--- config.mk ---
export PLATFORM = sky130hd
export DESIGN_NAME = blce_unpack
export DESIGN_NICKNAME = d
export VERILOG_FILES = /design/src/sv/bitmap_line_color_expander_defines.svh /design/src/sv/blce_pkg.sv /design/src/sv/blce_unpack.sv
export SDC_FILE = /design/constraint.sdc
export NUM_CORES = 1
export LEC_CHECK = 0
export BUFFER_PORTS_ARGS = -buffer_cell sky130_fd_sc_hd__buf_2
export CELL_PAD_IN_SITES_DETAIL_PLACEMENT = 2
export CELL_PAD_IN_SITES_GLOBAL_PLACEMENT = 2
export CORE_AREA = 4 4 95 97
export DETAILED_ROUTE_END_ITERATION = 16
export DIE_AREA = 0 0 99 101
export PLACE_DENSITY = 0.76
export SYNTH_ARGS = -nofsm -noshare
export SYNTH_HDL_FRONTEND = slang
export SYNTH_SLANG_ARGS = --single-unit
--- constraint.sdc ---
create_clock -name vclk -period 3.55
set_clock_uncertainty 0.05 [all_clocks]
set_input_delay 0.71 -clock vclk [all_inputs]
set_output_delay 0.71 -clock vclk [all_outputs]
set_load 0.02 [all_outputs]
--- src/sv/bitmap_line_color_expander_defines.svh ---
// Assertion macros shared by the bitmap line color expander RTL.
// Included by files that carry concurrent assertions; expects clk_i and rst_ni in scope.
`ifndef BITMAP_LINE_COLOR_EXPANDER_DEFINES_SVH
`define BITMAP_LINE_COLOR_EXPANDER_DEFINES_SVH

// Checked on every clock edge outside reset.
`define BLCE_ASSERT(name, prop, msg) \
  name: assert property (@(posedge clk_i) disable iff (!rst_ni) prop) \
    else $error(msg);

// Checked on every clock edge, reset included.
`define BLCE_ASSERT_ALWAYS(name, prop, msg) \
  name: assert property (@(posedge clk_i) prop) else $error(msg);

`endif

--- src/sv/blce_pkg.sv ---
// Package for the bitmap line color expander: codes, defaults, the lane plan type
// and the pixel unpacking helpers. No dependencies.
package blce_pkg;

  // Request kinds.
  localparam logic [1:0] KIND_START = 2'd0;
  localparam logic [1:0] KIND_DATA  = 2'd1;
  localparam logic [1:0] KIND_PAL   = 2'd2;

  // Drawing modes.
  localparam logic [1:0] MODE_WRITE  = 2'd0;
  localparam logic [1:0] MODE_TRANSP = 2'd1;
  localparam logic [1:0] MODE_XOR    = 2'd2;

  // Source depth codes.
  localparam logic [2:0] DEPTH_1  = 3'd0;
  localparam logic [2:0] DEPTH_2  = 3'd1;
  localparam logic [2:0] DEPTH_4  = 3'd2;
  localparam logic [2:0] DEPTH_8  = 3'd3;
  localparam logic [2:0] DEPTH_16 = 3'd4;

  // Configuration register indexes.
  localparam logic [2:0] CFG_DEPTH  = 3'd0;
  localparam logic [2:0] CFG_MODE   = 3'd1;
  localparam logic [2:0] CFG_USEPAL = 3'd2;
  localparam logic [2:0] CFG_OFFSET = 3'd3;
  localparam logic [2:0] CFG_KEY    = 3'd4;

  // Parameter defaults.
  localparam int PALETTE_DEPTH_DEF = 256;
  localparam int COLOR_BITS_DEF    = 16;

  // Per-position plan for one source byte: which positions are stepped and which draw.
  typedef struct packed {
    logic [7:0] span;
    logic [7:0] draw;
    logic [2:0] first_pos;
  } plan_t;

  // Mask that reduces a pixel position modulo the pixels per byte.
  function automatic logic [2:0] pos_mask(input logic [2:0] depth);
    logic [2:0] m;
    begin
      case (depth)
        DEPTH_1: m = 3'd7;
        DEPTH_2: m = 3'd3;
        DEPTH_4: m = 3'd1;
        default: m = 3'd0;
      endcase
      return m;
    end
  endfunction

  // Positions that exist within one source item at the given depth.
  function automatic logic [7:0] lane_mask(input logic [2:0] depth);
    logic [7:0] m;
    begin
      case (depth)
        DEPTH_1: m = 8'hFF;
        DEPTH_2: m = 8'h0F;
        DEPTH_4: m = 8'h03;
        default: m = 8'h01;
      endcase
      return m;
    end
  endfunction

  // Raw index of the pixel at a position, most significant pixel first.
  function automatic logic [7:0] pix_index(input logic [7:0] b, input logic [2:0] depth,
                                           input logic [2:0] pos);
    logic [7:0] idx;
    logic [2:0] sh;
    begin
      sh = {~pos[1:0], 1'b0};
      case (depth)
        DEPTH_1: idx = {7'd0, b[3'd7 - pos]};
        DEPTH_2: idx = (b >> sh) & 8'h03;
        DEPTH_4: idx = pos[0] ? {4'd0, b[3:0]} : {4'd0, b[7:4]};
        default: idx = b;
      endcase
      return idx;
    end
  endfunction

endpackage

--- src/sv/blce_unpack.sv ---
// Works out, for one source item, which pixel positions are stepped and which draw.
// Depends on blce_pkg.
module blce_unpack import blce_pkg::*; (
  input  logic [2:0]  depth_i,
  input  logic [1:0]  mode_i,
  input  logic        use_pal_i,
  input  logic [7:0]  key_i,
  input  logic [2:0]  sub_pos_i,
  input  logic [12:0] pix_left_i,
  input  logic [15:0] src_i,
  output plan_t       plan_o
);

  logic [2:0] pos0;
  logic [7:0] lanes;

  assign pos0  = sub_pos_i & pos_mask(depth_i);
  assign lanes = lane_mask(depth_i);

  // Each position is judged on its own: in the line, and drawn in the current mode.
  always_comb begin
    logic [2:0] pp;
    logic [7:0] idx;
    logic       in_rng;
    logic       drw;
    plan_o.span      = '0;
    plan_o.draw      = '0;
    plan_o.first_pos = pos0;
    for (int p = 0; p < 8; p++) begin
      pp     = 3'(p);
      idx    = pix_index(src_i[7:0], depth_i, pp);
      in_rng = (pp >= pos0) && lanes[p] && (13'(pp - pos0) < pix_left_i);
      case (depth_i) inside
        DEPTH_1: drw = (mode_i == MODE_XOR || mode_i == MODE_TRANSP) ? (idx != 8'd0) : 1'b1;
        DEPTH_2, DEPTH_4: begin
          if (mode_i == MODE_XOR) drw = 1'b0;
          else if (mode_i == MODE_TRANSP) drw = (idx != 8'd0);
          else drw = 1'b1;
        end
        DEPTH_8: begin
          if (mode_i == MODE_TRANSP) drw = use_pal_i ? (idx != key_i) : (idx != 8'd0);
          else drw = 1'b1;
        end
        DEPTH_16: drw = !(mode_i == MODE_TRANSP && src_i == 16'd0);
        default: drw = 1'b0;
      endcase
      plan_o.span[p] = in_rng;
      plan_o.draw[p] = in_rng && drw;
    end
  end

endmodule

==> impl_results.md <==
- Post-synthesis average cell area: 7.20 um2
- Final period util: 1.08
- First-pass DRT Iterations: 4
- Clk_buf instances: 0
- LEAKAGE: 0.00176 uW
- Crit path kind: in -> out
- PortBufs: 65
- Initial antenna violation count: 0
- Status: finished, violations left
- RSZ-0062 raised after global routing: yes
- Largest net degree at the start of global routing: 16
- Crit path max fanout: 5
- Sw frac: 0.562
- First-pass GRT wire length: 19,500 um
- Combinational Power Share: 1.000
- Req. time, crit path: 2.79 ns
- Post-layout minimum cycle time: 3.84 ns
- Starting DRC count in detailed routing: 106
- Syn_nets: 415
- Detailed-route wire length: 14,800 um
- P_sw: 292 uW
- Max VDD drop: 42.7 uV
- Total gr overflow: 0
- Pint: 228 uW
- Die width: 99 um
- Rel. slew slack: 0.634
- Effective utilization at floorplan: 0.268
- Final setup TNS: -1.87 ns
- Vias/cell: 5.81
- Core ar.: 8130 um2
- Synthesized cell area: 2180 um2
- Yosys warning count: 0
- Clock power frac: 0
- Layout net count: 540
- Post-route setup slack: -0.295 ns
- Cells after Synth: 303
- Total GRT Usage: 0.247
- Seq/Total Area, Yosys: 0
- Hold violation count in the final report: 0
- Final Cell Area: 3880 um2
- Max-slew violation count: 0
- Arrival @ worst endpoint: 3.08 ns
- Share of cells above drive strength 1: 0.509
- Crit end category: output pin
- HP Class: in -> out
- Final GP Congestion: 0.778
- Antenna-violating nets left: 0
- Synth cell types: 54
- Vias in the first global route: 3,430
- PD cells: 134 nW/um2
- Area grow syn2layout: 78.0%
- Diode count: 0
- Final number of setup-violating endpoints: 16
- Register area: 0 um2
- Max-Cap Viols: 0
- Residual DRC: 0
- Post-DP Area: 3110 um2
- Setup WS pre-CTS: -0.337 ns
- I/O Pins: 65
- Drt wl/cell: 27.9 um
- Rows: 33
- FMAX: 0.260 GHz
- CP startpoint kind: input port
- HPWL after DPL: 8850 um
- Final core utilization: 0.477
- Seq cells: 0
- Flop pwr share: 0
- Most common cell after layout, fill and taps aside: buf_4
- Violated checks: negative setup slack
- Vias: 3,087
- Die height: 101 um
- Die area: 10000 um2
- Most frequent cells in the layout: buf_4 (59), buf_2 (50), ha_1 (37)
- Tightest Pin Transition: 0.545 ns
- Layout fillers: 876
==> final timing paths <==
path | startpoint | to | slack [ns] | cells after the start
worst max-delay path | depth_i[0] | plan_o[8] | -0.29 | 12
worst min-delay path | src_i[3] | plan_o[7] | 1.78 | 3
==> power groups by stage <==
| stage | logic [uW] | registers (uW) | clock network, uW |
|---|---|---|---|
| 2_1_floorplan | 205 | 0 | 0 |
| 3_3_place_gp | 344 | 0 | 0 |
| 3_5_place_dp | 368 | 0 | 0 |
| 4_1_cts | 420 | 0 | 0 |
| 5_1_grt | 549 | 0 | 0 |
| 6_report | 520 | 0 | 0 |
==> critical path, stage by stage <==
cell      delay (ns)
buf_8           0.11
nor3_4          0.24
nand2_4         0.13
ha_1            0.37
inv_1           0.09
ha_1            0.31
a21o_1          0.19
a21oi_1         0.20
o311ai_2        0.15
a21oi_2         0.23
a21boi_4        0.21
buf_6           0.13
==> per-layer routing <==
| layer | vias to the layer above | routed length (um) | global-route usage |
|---|---|---|---|
| li1 | 1392 | - | - |
| met1 | 1570 | 5930 | 0.291 |
| met2 | 94 | 7860 | 0.482 |
| met3 | 31 | 590 | 0.0145 |
| met4 | 0 | 465 | 0.0630 |
| met5 | - | 0 | 0 |
==> timing repair <==
action	4_1_cts	5_1_grt
hold buffers	0	0
pin swaps	25	16
resized for setup	63	52
setup buffers	14	7
cloned	1	0
endpoints found under the setup margin	14	14
==> per-stage QoR <==
step	total power [uW]	hold WS, ns	cells
finish	520	1.78	531
global route	549	1.80	531
CTS	420	1.79	526
detailed placement	368	1.80	512
global placement	344	1.79	512
floorplan	205	1.51	303
==> Yosys cell counts (3+ instances only) <==
master | instances | area [um2]
xor2_1 | 3 | 26.3
a21oi_1 | 22 | 110
nor4_1 | 5 | 31.3
nand2b_1 | 4 | 25.0
a211oi_1 | 5 | 37.5
ha_1 | 66 | 826
nand3_1 | 6 | 30.0
nor2_1 | 25 | 93.8
o21ai_0 | 22 | 110
a21o_1 | 9 | 67.6
o21a_1 | 3 | 22.5
nand3b_1 | 3 | 22.5
o221ai_1 | 3 | 26.3
nand2_1 | 22 | 82.6
nand4_1 | 8 | 50.1
inv_1 | 31 | 116
nor3_1 | 12 | 60.1
o2111ai_1 | 3 | 26.3
a31oi_1 | 3 | 18.8
==> final cells by class <==
class | instances | area [um2] | area share
multi-input combinational | 265 | 2650 | 0.681
timing repair buffer | 130 | 976 | 0.251
tap | 105 | 131 | 0.0338
inverter | 31 | 130 | 0.0335
==> cells by family (layout without fill, tap and decap cells) <==
logic type,count (synthesis),in the layout,synth area share
buffers and inverters,38,161,0.0723
and+or+nand+nor,100,100,0.237
adders and majority gates,66,66,0.379
muxes,1,1,0.00459
xor gates and xnor gates,5,5,0.0201
AOI/OAI and AO/OA,93,93,0.287
No activity file was read; power rests on OpenSTA's default activity.
